`src/rtl/imadec_pkg.sv`:
```
// Shared types, constants and table functions of the IMA ADPCM block decoder.
// Used by every module of the decoder; depends on nothing else.

package imadec_pkg;

   localparam int MaxChannels   = 8;
   localparam int ChanWidth     = 3;
   localparam int ChanCountWidth = 4;
   localparam int QueueDepth    = 2;
   localparam int QueuePtrWidth = $clog2(QueueDepth);
   localparam int QueueCntWidth = $clog2(QueueDepth + 1);

   localparam logic [15:0] MinBlockBytes = 16'd8;
   localparam logic [6:0]  StepIndexMax  = 7'd88;

   // Configuration register indexes.
   localparam logic [1:0] CsrBlockBytes   = 2'd0;
   localparam logic [1:0] CsrChannelCount = 2'd1;
   localparam logic [1:0] CsrLayoutMode   = 2'd2;

   // Byte positions within a channel header.
   localparam logic [1:0] HdrPosLow   = 2'd0;
   localparam logic [1:0] HdrPosHigh  = 2'd1;
   localparam logic [1:0] HdrPosIndex = 2'd2;
   localparam logic [1:0] HdrPosEmit  = 2'd3;

   localparam logic LayoutSplit = 1'b0;

   typedef logic signed [15:0] sample_type;

   typedef enum logic [2:0] {
      OpHdrLow,
      OpHdrHigh,
      OpHdrIndex,
      OpHdrEmit,
      OpData
   } op_type;

   typedef struct packed {
      op_type                op;
      logic [ChanWidth-1:0]  ch;
      logic [7:0]            data;
   } cmd_type;

   localparam logic [14:0] StepTable [0:88] = '{
      15'd7, 15'd8, 15'd9, 15'd10, 15'd11, 15'd12, 15'd13, 15'd14, 15'd16, 15'd17,
      15'd19, 15'd21, 15'd23, 15'd25, 15'd28, 15'd31, 15'd34, 15'd37, 15'd41, 15'd45,
      15'd50, 15'd55, 15'd60, 15'd66, 15'd73, 15'd80, 15'd88, 15'd97, 15'd107, 15'd118,
      15'd130, 15'd143, 15'd157, 15'd173, 15'd190, 15'd209, 15'd230, 15'd253, 15'd279,
      15'd307, 15'd337, 15'd371, 15'd408, 15'd449, 15'd494, 15'd544, 15'd598, 15'd658,
      15'd724, 15'd796, 15'd876, 15'd963, 15'd1060, 15'd1166, 15'd1282, 15'd1411,
      15'd1552, 15'd1707, 15'd1878, 15'd2066, 15'd2272, 15'd2499, 15'd2749, 15'd3024,
      15'd3327, 15'd3660, 15'd4026, 15'd4428, 15'd4871, 15'd5358, 15'd5894, 15'd6484,
      15'd7132, 15'd7845, 15'd8630, 15'd9493, 15'd10442, 15'd11487, 15'd12635, 15'd13899,
      15'd15289, 15'd16818, 15'd18500, 15'd20350, 15'd22385, 15'd24623, 15'd27086,
      15'd29794, 15'd32767
   };

   function automatic logic [14:0] step_size(input logic [6:0] idx);
      logic [14:0] s;
      if (idx > StepIndexMax) begin
         s = StepTable[StepIndexMax];
      end else begin
         s = StepTable[idx];
      end
      return s;
   endfunction

   function automatic logic signed [4:0] index_adjust(input logic [2:0] mag);
      logic [3:0] up;
      logic signed [4:0] adj;
      up = {2'b00, mag[1:0]} + 4'd1;
      if (mag[2]) begin
         adj = $signed({1'b0, up[2:0], 1'b0});
      end else begin
         adj = -5'sd1;
      end
      return adj;
   endfunction

   function automatic op_type header_op(input logic [1:0] pos);
      op_type op;
      unique case (pos)
         HdrPosLow:   op = OpHdrLow;
         HdrPosHigh:  op = OpHdrHigh;
         HdrPosIndex: op = OpHdrIndex;
         default:     op = OpHdrEmit;
      endcase
      return op;
   endfunction

endpackage

```
`src/rtl/imadec_front.sv`:
```
// Front end of the IMA ADPCM block decoder: configuration registers, block position
// tracking and classification of each accepted byte into a decode command.
// Depends on imadec_pkg.

module imadec_front (
   input  logic                                  clock,
   input  logic                                  reset,
   input  logic                                  csr_write_enable,
   input  logic [1:0]                            csr_index,
   input  logic [15:0]                           csr_write_data,
   input  logic                                  req_valid,
   input  logic [7:0]                            req_data_byte,
   output logic                                  req_stall,
   input  logic                                  queue_full,
   output logic                                  push,
   output imadec_pkg::cmd_type                   cmd
);

   typedef enum logic [1:0] {
      StStart,
      StDivide,
      StLocate,
      StRun
   } state_type;

   state_type                                state_ff, state_in;
   logic [15:0]                              block_bytes_ff, block_bytes_in;
   logic [imadec_pkg::ChanCountWidth-1:0]    channel_count_ff, channel_count_in;
   logic                                     layout_mode_ff, layout_mode_in;
   logic [15:0]                              pos_ff, pos_in;
   logic [imadec_pkg::ChanCountWidth-1:0]    ch_ff, ch_in;
   logic [15:0]                              pp_ff, pp_in;
   logic [15:0]                              part_ff, part_in;
   logic [imadec_pkg::ChanCountWidth-1:0]    rem_ff, rem_in;
   logic [3:0]                               cnt_ff, cnt_in;
   logic [15:0]                              data_end_ff, data_end_in;

   logic [15:0]                              blk_eff;
   logic [imadec_pkg::ChanCountWidth-1:0]    chs_eff;
   logic [15:0]                              hdr_len;
   logic [imadec_pkg::ChanCountWidth:0]      rem_sh;
   logic                                     quo_bit;
   logic                                     accept;
   logic                                     cls_push;
   imadec_pkg::cmd_type                      cls_cmd;

   always_comb begin
      if (block_bytes_ff < imadec_pkg::MinBlockBytes) begin
         blk_eff = imadec_pkg::MinBlockBytes;
      end else begin
         blk_eff = block_bytes_ff;
      end
      if (channel_count_ff == '0) begin
         chs_eff = imadec_pkg::ChanCountWidth'(1);
      end else if (channel_count_ff > imadec_pkg::ChanCountWidth'(imadec_pkg::MaxChannels)) begin
         chs_eff = imadec_pkg::ChanCountWidth'(imadec_pkg::MaxChannels);
      end else begin
         chs_eff = channel_count_ff;
      end
      hdr_len = 16'({chs_eff, 2'b00});
   end

   assign req_stall = (state_ff != StRun) || queue_full;
   assign accept    = req_valid && !req_stall;

   always_comb begin
      cls_push     = 1'b0;
      cls_cmd.op   = imadec_pkg::OpData;
      cls_cmd.ch   = '0;
      cls_cmd.data = req_data_byte;
      if (layout_mode_ff == imadec_pkg::LayoutSplit) begin
         if (ch_ff < chs_eff) begin
            cls_push   = 1'b1;
            cls_cmd.ch = ch_ff[imadec_pkg::ChanWidth-1:0];
            if (pp_ff < 16'd4) begin
               cls_cmd.op = imadec_pkg::header_op(pp_ff[1:0]);
            end
         end
      end else begin
         if (pos_ff < hdr_len) begin
            cls_cmd.ch = pos_ff[4:2];
            cls_cmd.op = imadec_pkg::header_op(pos_ff[1:0]);
            cls_push   = (pos_ff[1:0] != imadec_pkg::HdrPosEmit) || (pos_ff[4:3] == 2'b00);
         end else if (chs_eff == imadec_pkg::ChanCountWidth'(1)) begin
            cls_push = 1'b1;
         end else if (pos_ff < data_end_ff) begin
            cls_push   = 1'b1;
            cls_cmd.ch = imadec_pkg::ChanWidth'(pos_ff[2] ^ chs_eff[0]);
         end
      end
   end

   assign push = accept && cls_push;
   assign cmd  = cls_cmd;

   assign rem_sh  = {rem_ff, part_ff[15]};
   assign quo_bit = rem_sh >= {1'b0, chs_eff};

   always_comb begin
      state_in         = state_ff;
      block_bytes_in   = block_bytes_ff;
      channel_count_in = channel_count_ff;
      layout_mode_in   = layout_mode_ff;
      pos_in           = pos_ff;
      ch_in            = ch_ff;
      pp_in            = pp_ff;
      part_in          = part_ff;
      rem_in           = rem_ff;
      cnt_in           = cnt_ff;
      data_end_in      = data_end_ff;
      if (csr_write_enable) begin
         state_in = StStart;
         unique case (csr_index)
            imadec_pkg::CsrBlockBytes:   block_bytes_in   = csr_write_data;
            imadec_pkg::CsrChannelCount: channel_count_in =
               csr_write_data[imadec_pkg::ChanCountWidth-1:0];
            imadec_pkg::CsrLayoutMode:   layout_mode_in   = csr_write_data[0];
            default: ;
         endcase
      end else begin
         unique case (state_ff)
            StStart: begin
               part_in = blk_eff;
               rem_in  = '0;
               cnt_in  = '0;
               if (pos_ff >= blk_eff) begin
                  pos_in = '0;
               end
               if (blk_eff > hdr_len) begin
                  data_end_in = hdr_len + ((blk_eff - hdr_len) & ~16'h0007);
               end else begin
                  data_end_in = hdr_len;
               end
               state_in = StDivide;
            end
            StDivide: begin
               if (quo_bit) begin
                  rem_in = imadec_pkg::ChanCountWidth'(rem_sh - {1'b0, chs_eff});
               end else begin
                  rem_in = rem_sh[imadec_pkg::ChanCountWidth-1:0];
               end
               part_in = {part_ff[14:0], quo_bit};
               cnt_in  = cnt_ff + 4'd1;
               if (cnt_ff == 4'd15) begin
                  ch_in    = '0;
                  pp_in    = pos_ff;
                  state_in = StLocate;
               end
            end
            StLocate: begin
               if ((ch_ff < chs_eff) && (pp_ff >= part_ff)) begin
                  pp_in = pp_ff - part_ff;
                  ch_in = ch_ff + imadec_pkg::ChanCountWidth'(1);
               end else begin
                  state_in = StRun;
               end
            end
            StRun: begin
               if (accept) begin
                  if ((pos_ff + 16'd1) == blk_eff) begin
                     pos_in = '0;
                     ch_in  = '0;
                     pp_in  = '0;
                  end else begin
                     pos_in = pos_ff + 16'd1;
                     if (ch_ff < chs_eff) begin
                        if ((pp_ff + 16'd1) == part_ff) begin
                           pp_in = '0;
                           ch_in = ch_ff + imadec_pkg::ChanCountWidth'(1);
                        end else begin
                           pp_in = pp_ff + 16'd1;
                        end
                     end
                  end
               end
            end
            default: state_in = StStart;
         endcase
      end
   end

   always_ff @(posedge clock) begin
      if (reset) begin
         state_ff         <= StStart;
         block_bytes_ff   <= 16'd36;
         channel_count_ff <= imadec_pkg::ChanCountWidth'(1);
         layout_mode_ff   <= imadec_pkg::LayoutSplit;
         pos_ff           <= '0;
         ch_ff            <= '0;
         pp_ff            <= '0;
      end else begin
         state_ff         <= state_in;
         block_bytes_ff   <= block_bytes_in;
         channel_count_ff <= channel_count_in;
         layout_mode_ff   <= layout_mode_in;
         pos_ff           <= pos_in;
         ch_ff            <= ch_in;
         pp_ff            <= pp_in;
      end
      part_ff     <= part_in;
      rem_ff      <= rem_in;
      cnt_ff      <= cnt_in;
      data_end_ff <= data_end_in;
   end

endmodule

```
`src/rtl/imadec_queue.sv`:
```
// Two-entry command queue between the front end and the decode back end.
// Depends on imadec_pkg.

module imadec_queue (
   input  logic                 clock,
   input  logic                 reset,
   input  logic                 push,
   input  imadec_pkg::cmd_type  push_cmd,
   output logic                 full,
   input  logic                 pop,
   output logic                 pop_valid,
   output imadec_pkg::cmd_type  pop_cmd
);

   imadec_pkg::cmd_type                      slot_ff [imadec_pkg::QueueDepth];
   logic [imadec_pkg::QueuePtrWidth-1:0]     wr_ptr_ff, wr_ptr_in;
   logic [imadec_pkg::QueuePtrWidth-1:0]     rd_ptr_ff, rd_ptr_in;
   logic [imadec_pkg::QueueCntWidth-1:0]     count_ff, count_in;
   logic                                     do_push;
   logic                                     do_pop;

   assign full      = count_ff == imadec_pkg::QueueCntWidth'(imadec_pkg::QueueDepth);
   assign pop_valid = count_ff != '0;
   assign pop_cmd   = slot_ff[rd_ptr_ff];
   assign do_push   = push && !full;
   assign do_pop    = pop && pop_valid;

   always_comb begin
      wr_ptr_in = wr_ptr_ff;
      rd_ptr_in = rd_ptr_ff;
      count_in  = count_ff;
      if (do_push) begin
         if (wr_ptr_ff == imadec_pkg::QueuePtrWidth'(imadec_pkg::QueueDepth - 1)) begin
            wr_ptr_in = '0;
         end else begin
            wr_ptr_in = wr_ptr_ff + imadec_pkg::QueuePtrWidth'(1);
         end
      end
      if (do_pop) begin
         if (rd_ptr_ff == imadec_pkg::QueuePtrWidth'(imadec_pkg::QueueDepth - 1)) begin
            rd_ptr_in = '0;
         end else begin
            rd_ptr_in = rd_ptr_ff + imadec_pkg::QueuePtrWidth'(1);
         end
      end
      if (do_push && !do_pop) begin
         count_in = count_ff + imadec_pkg::QueueCntWidth'(1);
      end else if (!do_push && do_pop) begin
         count_in = count_ff - imadec_pkg::QueueCntWidth'(1);
      end
   end

   always_ff @(posedge clock) begin
      if (reset) begin
         wr_ptr_ff <= '0;
         rd_ptr_ff <= '0;
         count_ff  <= '0;
      end else begin
         wr_ptr_ff <= wr_ptr_in;
         rd_ptr_ff <= rd_ptr_in;
         count_ff  <= count_in;
      end
      if (do_push) begin
         slot_ff[wr_ptr_ff] <= push_cmd;
      end
   end

endmodule

```
`src/rtl/imadec_back.sv`:
```
// Decode back end: per-channel predictor and step index registers, the IMA nibble
// update and the registered result word. Depends on imadec_pkg.

module imadec_back (
   input  logic                                clock,
   input  logic                                reset,
   input  logic                                cmd_valid,
   input  imadec_pkg::cmd_type                 cmd,
   output logic                                pop,
   output logic                                rsp_valid,
   input  logic                                rsp_stall,
   output logic signed [15:0]                  rsp_sample,
   output logic [imadec_pkg::ChanWidth-1:0]    rsp_channel,
   output logic                                rsp_last
);

   imadec_pkg::sample_type                  pred_ff [imadec_pkg::MaxChannels];
   logic [6:0]                              idx_ff  [imadec_pkg::MaxChannels];
   logic [7:0]                              low_ff, low_in;
   logic                                    half_ff, half_in;
   logic                                    rsp_valid_ff, rsp_valid_in;
   imadec_pkg::sample_type                  rsp_sample_ff, rsp_sample_in;
   logic [imadec_pkg::ChanWidth-1:0]        rsp_channel_ff, rsp_channel_in;
   logic                                    rsp_last_ff, rsp_last_in;

   imadec_pkg::sample_type                  pred_in;
   logic [6:0]                              idx_in;
   logic                                    pred_we;
   logic                                    idx_we;
   logic                                    advance;
   logic                                    produce;

   imadec_pkg::sample_type                  cur_pred;
   logic [6:0]                              cur_idx;
   logic [3:0]                              nib;
   logic [14:0]                             step;
   logic [16:0]                             diff;
   logic signed [17:0]                      diff_s;
   logic signed [17:0]                      sum;
   imadec_pkg::sample_type                  nib_pred;
   logic signed [8:0]                       ni;
   logic [6:0]                              nib_idx;

   assign cur_pred = pred_ff[cmd.ch];
   assign cur_idx  = idx_ff[cmd.ch];
   assign nib      = half_ff ? cmd.data[7:4] : cmd.data[3:0];
   assign step     = imadec_pkg::step_size(cur_idx);

   always_comb begin
      diff = 17'(step >> 3);
      if (nib[0]) begin
         diff = diff + 17'(step >> 2);
      end
      if (nib[1]) begin
         diff = diff + 17'(step >> 1);
      end
      if (nib[2]) begin
         diff = diff + 17'(step);
      end
      diff_s = $signed({1'b0, diff});
      sum    = 18'(cur_pred) + (nib[3] ? -diff_s : diff_s);
      if (sum > 18'sd32767) begin
         nib_pred = 16'sh7FFF;
      end else if (sum < -18'sd32768) begin
         nib_pred = 16'sh8000;
      end else begin
         nib_pred = sum[15:0];
      end
      if (cur_idx > imadec_pkg::StepIndexMax) begin
         ni = $signed({2'b00, imadec_pkg::StepIndexMax});
      end else begin
         ni = $signed({2'b00, cur_idx});
      end
      ni = ni + 9'(imadec_pkg::index_adjust(nib[2:0]));
      if (ni < 9'sd0) begin
         nib_idx = '0;
      end else if (ni > $signed({2'b00, imadec_pkg::StepIndexMax})) begin
         nib_idx = imadec_pkg::StepIndexMax;
      end else begin
         nib_idx = ni[6:0];
      end
   end

   assign advance = !rsp_valid_ff || !rsp_stall;

   always_comb begin
      pop            = 1'b0;
      produce        = 1'b0;
      pred_we        = 1'b0;
      idx_we         = 1'b0;
      pred_in        = nib_pred;
      idx_in         = nib_idx;
      low_in         = low_ff;
      half_in        = half_ff;
      rsp_sample_in  = nib_pred;
      rsp_channel_in = cmd.ch;
      rsp_last_in    = 1'b1;
      if (cmd_valid) begin
         unique case (cmd.op)
            imadec_pkg::OpHdrLow: begin
               low_in = cmd.data;
               pop    = 1'b1;
            end
            imadec_pkg::OpHdrHigh: begin
               pred_in = $signed({cmd.data, low_ff});
               pred_we = 1'b1;
               pop     = 1'b1;
            end
            imadec_pkg::OpHdrIndex: begin
               if (cmd.data > {1'b0, imadec_pkg::StepIndexMax}) begin
                  idx_in = imadec_pkg::StepIndexMax;
               end else begin
                  idx_in = cmd.data[6:0];
               end
               idx_we = 1'b1;
               pop    = 1'b1;
            end
            imadec_pkg::OpHdrEmit: begin
               if (advance) begin
                  rsp_sample_in = cur_pred;
                  produce       = 1'b1;
                  pop           = 1'b1;
               end
            end
            imadec_pkg::OpData: begin
               if (advance) begin
                  produce     = 1'b1;
                  pred_we     = 1'b1;
                  idx_we      = 1'b1;
                  rsp_last_in = half_ff;
                  half_in     = !half_ff;
                  pop         = half_ff;
               end
            end
            default: pop = 1'b1;
         endcase
      end
      if (advance) begin
         rsp_valid_in = produce;
      end else begin
         rsp_valid_in = rsp_valid_ff;
      end
   end

   always_ff @(posedge clock) begin
      if (reset) begin
         rsp_valid_ff <= 1'b0;
         half_ff      <= 1'b0;
         low_ff       <= '0;
      end else begin
         rsp_valid_ff <= rsp_valid_in;
         half_ff      <= half_in;
         low_ff       <= low_in;
      end
      if (produce) begin
         rsp_sample_ff  <= rsp_sample_in;
         rsp_channel_ff <= rsp_channel_in;
         rsp_last_ff    <= rsp_last_in;
      end
      if (pred_we) begin
         pred_ff[cmd.ch] <= pred_in;
      end
      if (idx_we) begin
         idx_ff[cmd.ch] <= idx_in;
      end
   end

   assign rsp_valid   = rsp_valid_ff;
   assign rsp_sample  = rsp_sample_ff;
   assign rsp_channel = rsp_channel_ff;
   assign rsp_last    = rsp_last_ff;

endmodule

```
`src/rtl/ima_adpcm_block_decoder.sv`:
```
// IMA ADPCM block decoder, top level; depends on imadec_pkg, imadec_front,
// imadec_queue and imadec_back. Bytes of the data chunk enter one word per cycle
// while the two-entry command queue has room; the back end then decodes a data
// byte as two nibble updates, low nibble first, one nibble update a cycle while
// the output is not stalled, on the shared per-channel predictor and step index
// registers, and takes a header byte in a single update. A finished sample waits
// in the output register while rsp_stall is high; the queue keeps taking words
// until it is full, and then req_stall rises. After reset and after every
// configuration write the block keeps req_stall high while a 16-step divider
// works out the per-channel part length and the block position is mapped back
// onto a channel and an offset within its part.

module ima_adpcm_block_decoder (
   input  logic                                clock,
   input  logic                                reset,
   input  logic                                csr_write_enable,
   input  logic [1:0]                          csr_index,
   input  logic [15:0]                         csr_write_data,
   input  logic                                req_valid,
   output logic                                req_stall,
   input  logic [7:0]                          req_data_byte,
   output logic                                rsp_valid,
   input  logic                                rsp_stall,
   output logic signed [15:0]                  rsp_sample,
   output logic [imadec_pkg::ChanWidth-1:0]    rsp_channel,
   output logic                                rsp_last
);

   logic                 queue_full;
   logic                 push;
   imadec_pkg::cmd_type  push_cmd;
   logic                 pop;
   logic                 pop_valid;
   imadec_pkg::cmd_type  pop_cmd;

   imadec_front u_front (
      .clock            (clock),
      .reset            (reset),
      .csr_write_enable (csr_write_enable),
      .csr_index        (csr_index),
      .csr_write_data   (csr_write_data),
      .req_valid        (req_valid),
      .req_data_byte    (req_data_byte),
      .req_stall        (req_stall),
      .queue_full       (queue_full),
      .push             (push),
      .cmd              (push_cmd)
   );

   imadec_queue u_queue (
      .clock     (clock),
      .reset     (reset),
      .push      (push),
      .push_cmd  (push_cmd),
      .full      (queue_full),
      .pop       (pop),
      .pop_valid (pop_valid),
      .pop_cmd   (pop_cmd)
   );

   imadec_back u_back (
      .clock       (clock),
      .reset       (reset),
      .cmd_valid   (pop_valid),
      .cmd         (pop_cmd),
      .pop         (pop),
      .rsp_valid   (rsp_valid),
      .rsp_stall   (rsp_stall),
      .rsp_sample  (rsp_sample),
      .rsp_channel (rsp_channel),
      .rsp_last    (rsp_last)
   );

endmodule
```
`config.mk`:
```
export PLATFORM = sky130hd
export DESIGN_NAME = ima_adpcm_block_decoder
export DESIGN_NICKNAME = d
export VERILOG_FILES = /design/src/rtl/imadec_pkg.sv /design/src/rtl/imadec_front.sv /design/src/rtl/imadec_queue.sv /design/src/rtl/imadec_back.sv /design/src/rtl/ima_adpcm_block_decoder.sv
export SDC_FILE = /design/constraint.sdc
export NUM_CORES = 1
export LEC_CHECK = 0
export BUFFER_PORTS_ARGS = -buffer_cell sky130_fd_sc_hd__buf_2
export CORE_MARGIN = 1
export CORE_UTILIZATION = 25
export DETAILED_ROUTE_END_ITERATION = 10
export PLACE_DENSITY_LB_ADDON = 0.08
export SLEW_MARGIN = 15
export SYNTH_ARGS = -nofsm -noshare
export SYNTH_HDL_FRONTEND = slang
export SYNTH_HIERARCHICAL = 1
export SYNTH_SLANG_ARGS = --single-unit
```
`constraint.sdc`:
```
create_clock -name clock -period 12.7 [get_ports clock]
set_input_delay 1.27 -clock clock [delete_from_list [all_inputs] [get_ports clock]]
set_output_delay 1.27 -clock clock [all_outputs]
set_load 0.1 [all_outputs]
```
==> After elaboration in Yosys (flattened, before gate mapping) <==
Memory sizes are Yosys's and may differ from the RTL's. A register that Yosys moved wholly into a read port is not among the register bits.
Cells that the tools add are included.
{ "word_totals": {"ff_bits": 133, "latch_bits": 0, "ram_bits": 212, "romBits": 1920, "inputBits": 31, "output_inout_bits": 22, "elab_cells": 221, "memories": 4} }
{ "mem_list": {"columns": ["name", "depth", "width", "read_ports", "rd_ports_with_merged_regs", "write_ports", "line_no", "text"], "rows": [
  ["(name not given)", 128, 15, 1, 0, 0, "imadec_pkg.sv:64", "s = StepTable[idx];"],
  ["u_back.pred_ff", 8, 16, 1, 0, 1, "imadec_back.sv:17", "imadec_pkg::sample_type pred_ff [imadec_pkg::MaxChannels];"],
  ["u_back.idx_ff", 8, 7, 1, 0, 1, "imadec_back.sv:18", "logic [6:0] idx_ff [imadec_pkg::MaxChannels];"],
  ["u_queue.slot_ff", 2, 14, 1, 1, 1, "imadec_queue.sv:15", "imadec_pkg::cmd_type slot_ff [imadec_pkg::QueueDepth];"]
]} }
{ "op_classes": {"n_addsub": 19, "n_mul": 0, "div": 0, "order_cmp": 17, "eq_ne": 27, "shifts": 0, "n_mux": 87, "n_bitwise": 3, "n_reduce_logical": 43} }
{ "op_table": {"columns": ["cell", "count"], "rows": [
  ["16-bit two-way mux", 17],
  ["16-bit case mux with 2 select lines", 2],
  ["17-bit two-way mux", 3],
  ["16-bit case mux with 3 select lines", 1],
  ["15-bit two-way mux", 3],
  ["7-bit two-way mux", 6],
  ["4-bit two-way mux", 10],
  ["16-bit by 1-bit adder with 16-bit output, second input constant", 2],
  ["16-bit equality test", 2],
  ["16-bit greater-or-equal comparator", 2],
  ["1-bit two-way mux", 22],
  ["16-bit by 18-bit adder with 18-bit output", 1],
  ["18-bit by 16-bit greater-than comparator with 1-bit output, second input constant", 1],
  ["18-bit by 16-bit less-than comparator with 1-bit output, second input constant", 1],
  ["18-bit two-way mux", 1],
  ["6-bit two-way mux", 3],
  ["17-bit negation with 18-bit output", 1],
  ["2-bit case mux with 3 select lines", 3],
  ["17-bit by 14-bit adder with 17-bit output", 1],
  ["17-bit by 15-bit adder with 17-bit output", 1],
  ["6-bit by 16-bit adder with 16-bit output", 1],
  ["16-bit by 6-bit greater-than comparator with 1-bit output", 1],
  ["16-bit less-than comparator", 1],
  ["16-bit by 3-bit less-than comparator with 1-bit output, second input constant", 1],
  ["other kinds (53)", 109]
]} }

==> Depth between registers and ports, before layout <==
An unclocked memory read counts as a cell.
{ "depth": {"word_depth": 21, "ltp_mapped": 60, "mapped_depth_nobuf": 54} }

==> Hierarchy <==
The synthesis kept the hierarchy.
{ "by_module_without_submodules": {"columns": ["mod", "instances", "cells_each", "area_per_inst_um2", "seq_area_each_um2"], "rows": [
  ["imadec_back", 1, 1512, 14996.9, 6326.1],
  ["imadec_front", 1, 1075, 8470.6, 2322.2],
  ["imadec_queue", 1, 68, 1223.7, 940.9]
]} }

==> Worst setup path before layout <==
No wires, ideal clock.
{ "synth_path": {"path_kind": "flip-flop to flip-flop", "startpoint": "register (tool-made name)", "endpoint": "memory u_back/pred_ff[0][10] (netlist name) (data pin)", "setup_time_ns": 0.303, "arrival_time_ns": 11.373, "required_time_ns": 12.397, "setup_slack_ns": 1.024, "stages_incl_launch_ff": 56, "path_buffers": 10, "period_less_slack_ns": 11.676, "path_cell_list": "dfxtp_1 buf_2 mux2_2 buf_4 buf_8 buf_6 mux2i_1 o22a_1 buf_2 nand3_2 clkbuf_1 clkbuf_1 buf_1 o21ai_0 a21oi_1 o211ai_1 a32oi_1 ha_1 (+20 left out) a21oi_1 nand2_1 a2111oi_0 a31oi_1 o41ai_2 a21oi_1 xnor2_1 ha_1 nand3_1 o31ai_1 nor2_1 o21ai_0 xnor2_1 nor3_1 a211o_1 nor3_4 buf_4 a22oi_1"} }
{ "synth_lines": {"columns": ["item", "line_no"], "rows": [
  ["end, declared", "imadec_back.sv:17"]
]} }

==> results.yml <==
pwr:
  ir_drop_uv: 79.4
  power-per-cell-area_mw_per_mm2: 100
  internal_power_mw: 2.06
  p_switching_mw: 0.772
  power.total_mw: 2.83
  sw_frac_of_total: 0.273
  pwr-share-comb: 0.147
  leakage_nw: 10.4
  clkPwrFrac: 0.403
  power_frac_seq: 0.449
final_layout:
  final_common_cell: "edfxtp_1"
  area_growth_pct: 14.7
  nets: 2924
  final_cell_mix: "270 x edfxtp_1, 242 x nand2_1, 227 x nor2_1"
  stdcell_count: 4039
  design_area_mm2: 0.0283
  drive_gt1_frac: 0.140
clock_tree:
  cts_buffer_depth: 3
  cts_hold_buf: 0
  numCtsBuffers: 43
  cts_sinks: 344
  cts.reportedPaths.clkPinSlew_ns: 0.06
  clockRootBuffer: "clkbuf_16"
  cts-htree-levels: 2
  cts_tree: "yes"
  clk-insertion-delay-late_ns: 0.58
detailed_routing:
  vias: 21191
  first_pass_iters: 5
  drc: 0
  drt-initial-drc-count: 1567
  wirelength_mm: 92.6
  vias_per_cell: 5.25
  avgRoutedWirePerCell_um: 22.9
  drtAntennaViolNets: 0
timing:
  min_period_ns: 12.06
  relSlewSlack: 0.269
  hold_violations: 0
  min_period_over_period: 0.950
  slew_violations: 0
  setup_viol: 0
  tns_ns: 0
  fmax_ghz: 0.0829
  holdWs_ns: 0.459
  worstMarginPinSlew_ns: 1.09
  clock_skew_ns: 0.0172
synth:
  synth_nets: 2849
  yosys_warnings: 6
  synth_seq_area_share: 0.388
  synth-simple-area-share: 0.183
  syn_area_per_cell_um2: 9.30
  synth_cell_type_count: 123
  synth_top_family_by_area: "compound AO/OA/AOI/OAI gates"
  synth-xor-area-share: 0.0450
  synth_compound_area_frac: 0.211
  synth_top_area_share: 0.328
  ys.flop_type: "edfxtp_1"
  synth.mux.area_fraction: 0.0392
  yosys.area.top_type: "edfxtp_1"
  syn-cell-area_mm2: 0.0247
  ys_ff_latch: 344
  synth_fa_ha_area_frac: 0.0850
  synth-async-reset-ratio: 0
  synth_edf_count: 270
  synth_area_leaders: "edfxtp_1 33%, ha_1 7.9%, dfxtp_1 6.0%, nand2_1 3.7%, nor2_1 3.6%"
  netlist_instances: 2655
critical_path:
  crit_slowest_cell: "or4b_1"
  worstPathRequired_ns: 13.02
  cp.arrival_ns: 12.38
  worstSetupEndpointType: "register"
  criticalPathCategory: "reg -> reg"
  max_stage_delay_ns: 0.56
  start_kind: "register"
  worstPathMaxFanout: 13
floorplan:
  die_y_um: 316
  core-area_mm2: 0.0973
  dieWidth_um: 316
  start_util: 0.254
  die_area_mm2: 0.100
  row_count: 114
  io_pins: 53
place:
  dpl_cell_area_mm2: 0.0269
  numPortBuffers: 52
  dpl.hpwl_mm: 67.8
  place_inst: 3950
  gp_congestion: 0.891
global_route:
  antenna_found_initial: 1
  grt_max_degree: 59
  first_global_vias: 20856
  overflow: 0
  grt_pass1_wl_mm: 138
  grt.total_usage: 0.183
min_path:
  holdCritPathClass: "reg -> reg"
run:
  maxCapViolations: 0
status:
  outcome: "completed"
==> power groups by stage <==
stage | Sequential (mW) | Combinational (mW) | Clock [mW]
after floorplan | 1.29 | 0.283 | 0
after global placement | 1.30 | 0.412 | 0
after detailed placement | 1.30 | 0.412 | 0
after CTS | 1.27 | 0.415 | 1.18
after global routing | 1.27 | 0.463 | 1.22
final | 1.27 | 0.417 | 1.14
==> worst max-delay path: cells and delay by family (launching register included) <==
family / cells / cell delay (ns)
AOI/OAI and AO/OA: 19 / 4.35
and+or+nand+nor: 11 / 2.09
adders and majority gates: 5 / 1.92
muxes: 4 / 1.33
buffers and inverters: 8 / 1.19
xor gates and xnor gates: 2 / 0.52
DFF: 1 / 0.40
==> logic make-up (layout without fill, tap and decap cells) <==
logic type,after synthesis,count (layout)
and+or+nand+nor,908,908
adders and majority gates,163,163
DFF,344,344
muxes,78,78
other,0,1
AOI/OAI and AO/OA,753,753
xor gates and xnor gates,127,127
buffers and inverters,282,389
==> path summary, 6_finish.rpt <==
path | slack [ns] | to | start | cells after the start
worst max-delay path | 0.64 | u_back/pred_ff[0][13] | register | 49
worst max register to register | 0.64 | u_back/pred_ff[0][13] | register | 49
worst min-delay path | 0.46 | u_front/block_bytes_ff[0] | u_front/block_bytes_ff[0] | 2
worst min register to register | 0.46 | u_front/block_bytes_ff[0] | u_front/block_bytes_ff[0] | 2
==> state kept, by name, summed over array words and instances (netlist names), 16 cells and up, named ones only <==
register                flops
u_front/pp_ff              16
u_front/block_bytes_ff     16
u_front/pos_ff             16
u_back/pred_ff            128
u_back/idx_ff              56
u_back/rsp_sample          16
u_front/part_ff            16
u_queue/slot_ff            28
==> cells in the mapped netlist, drive strengths merged (17+ instances only) <==
cell type    n
edfxtp     270
nand2      243
nor2       237
a21oi      175
ha         155
o21ai      135
inv        125
a22oi       91
nand3       90
xnor2       87
clkbuf      86
dfxtp       74
buf         65
nor3        62
nand4       59
a31oi       48
xor2        40
mux2i       39
a21o        38
nor2b       36
and2        32
mux2        30
o211ai      28
nand2b      27
a211oi      23
or3         22
o31ai       21
and3        18
a21boi      17
==> what timing repair did <==
item                                    CTS  global route
endpoints found under the setup margin    0           144
gates resized for setup                   0            26
setup buffers                             0            11
==> stage by stage <==
stage,utilization,setup slack (ns)
floorplan,-,1.02
global route,0.291,-0.0324
CTS,0.289,0.249
detailed placement,0.276,0.310
finish,0.291,0.637
global placement,0.276,0.378
==> per-layer routing <==
| metal | vias up | routed length (um) | global-route usage |
|---|---|---|---|
| met2 | 562 | 42900 | 0.301 |
| met4 | 0 | 2260 | 0.0480 |
| li1 | 10122 | - | - |
| met3 | 112 | 3660 | 0.0188 |
| met1 | 10395 | 43800 | 0.254 |
| met5 | - | 0 | 0 |
==> area by class of cell <==
cell class / count / area (um^2)
fill: 10324 / 69000
multi-input combinational: 2029 / 14100
sequential: 344 / 9590
tap: 1276 / 1600
timing repair buffer: 181 / 1270
clock buffer: 56 / 1170
inverter: 131 / 499
clock inverter: 21 / 131
antenna: 1 / 2.50
Power figures use the tool's default switching activity.
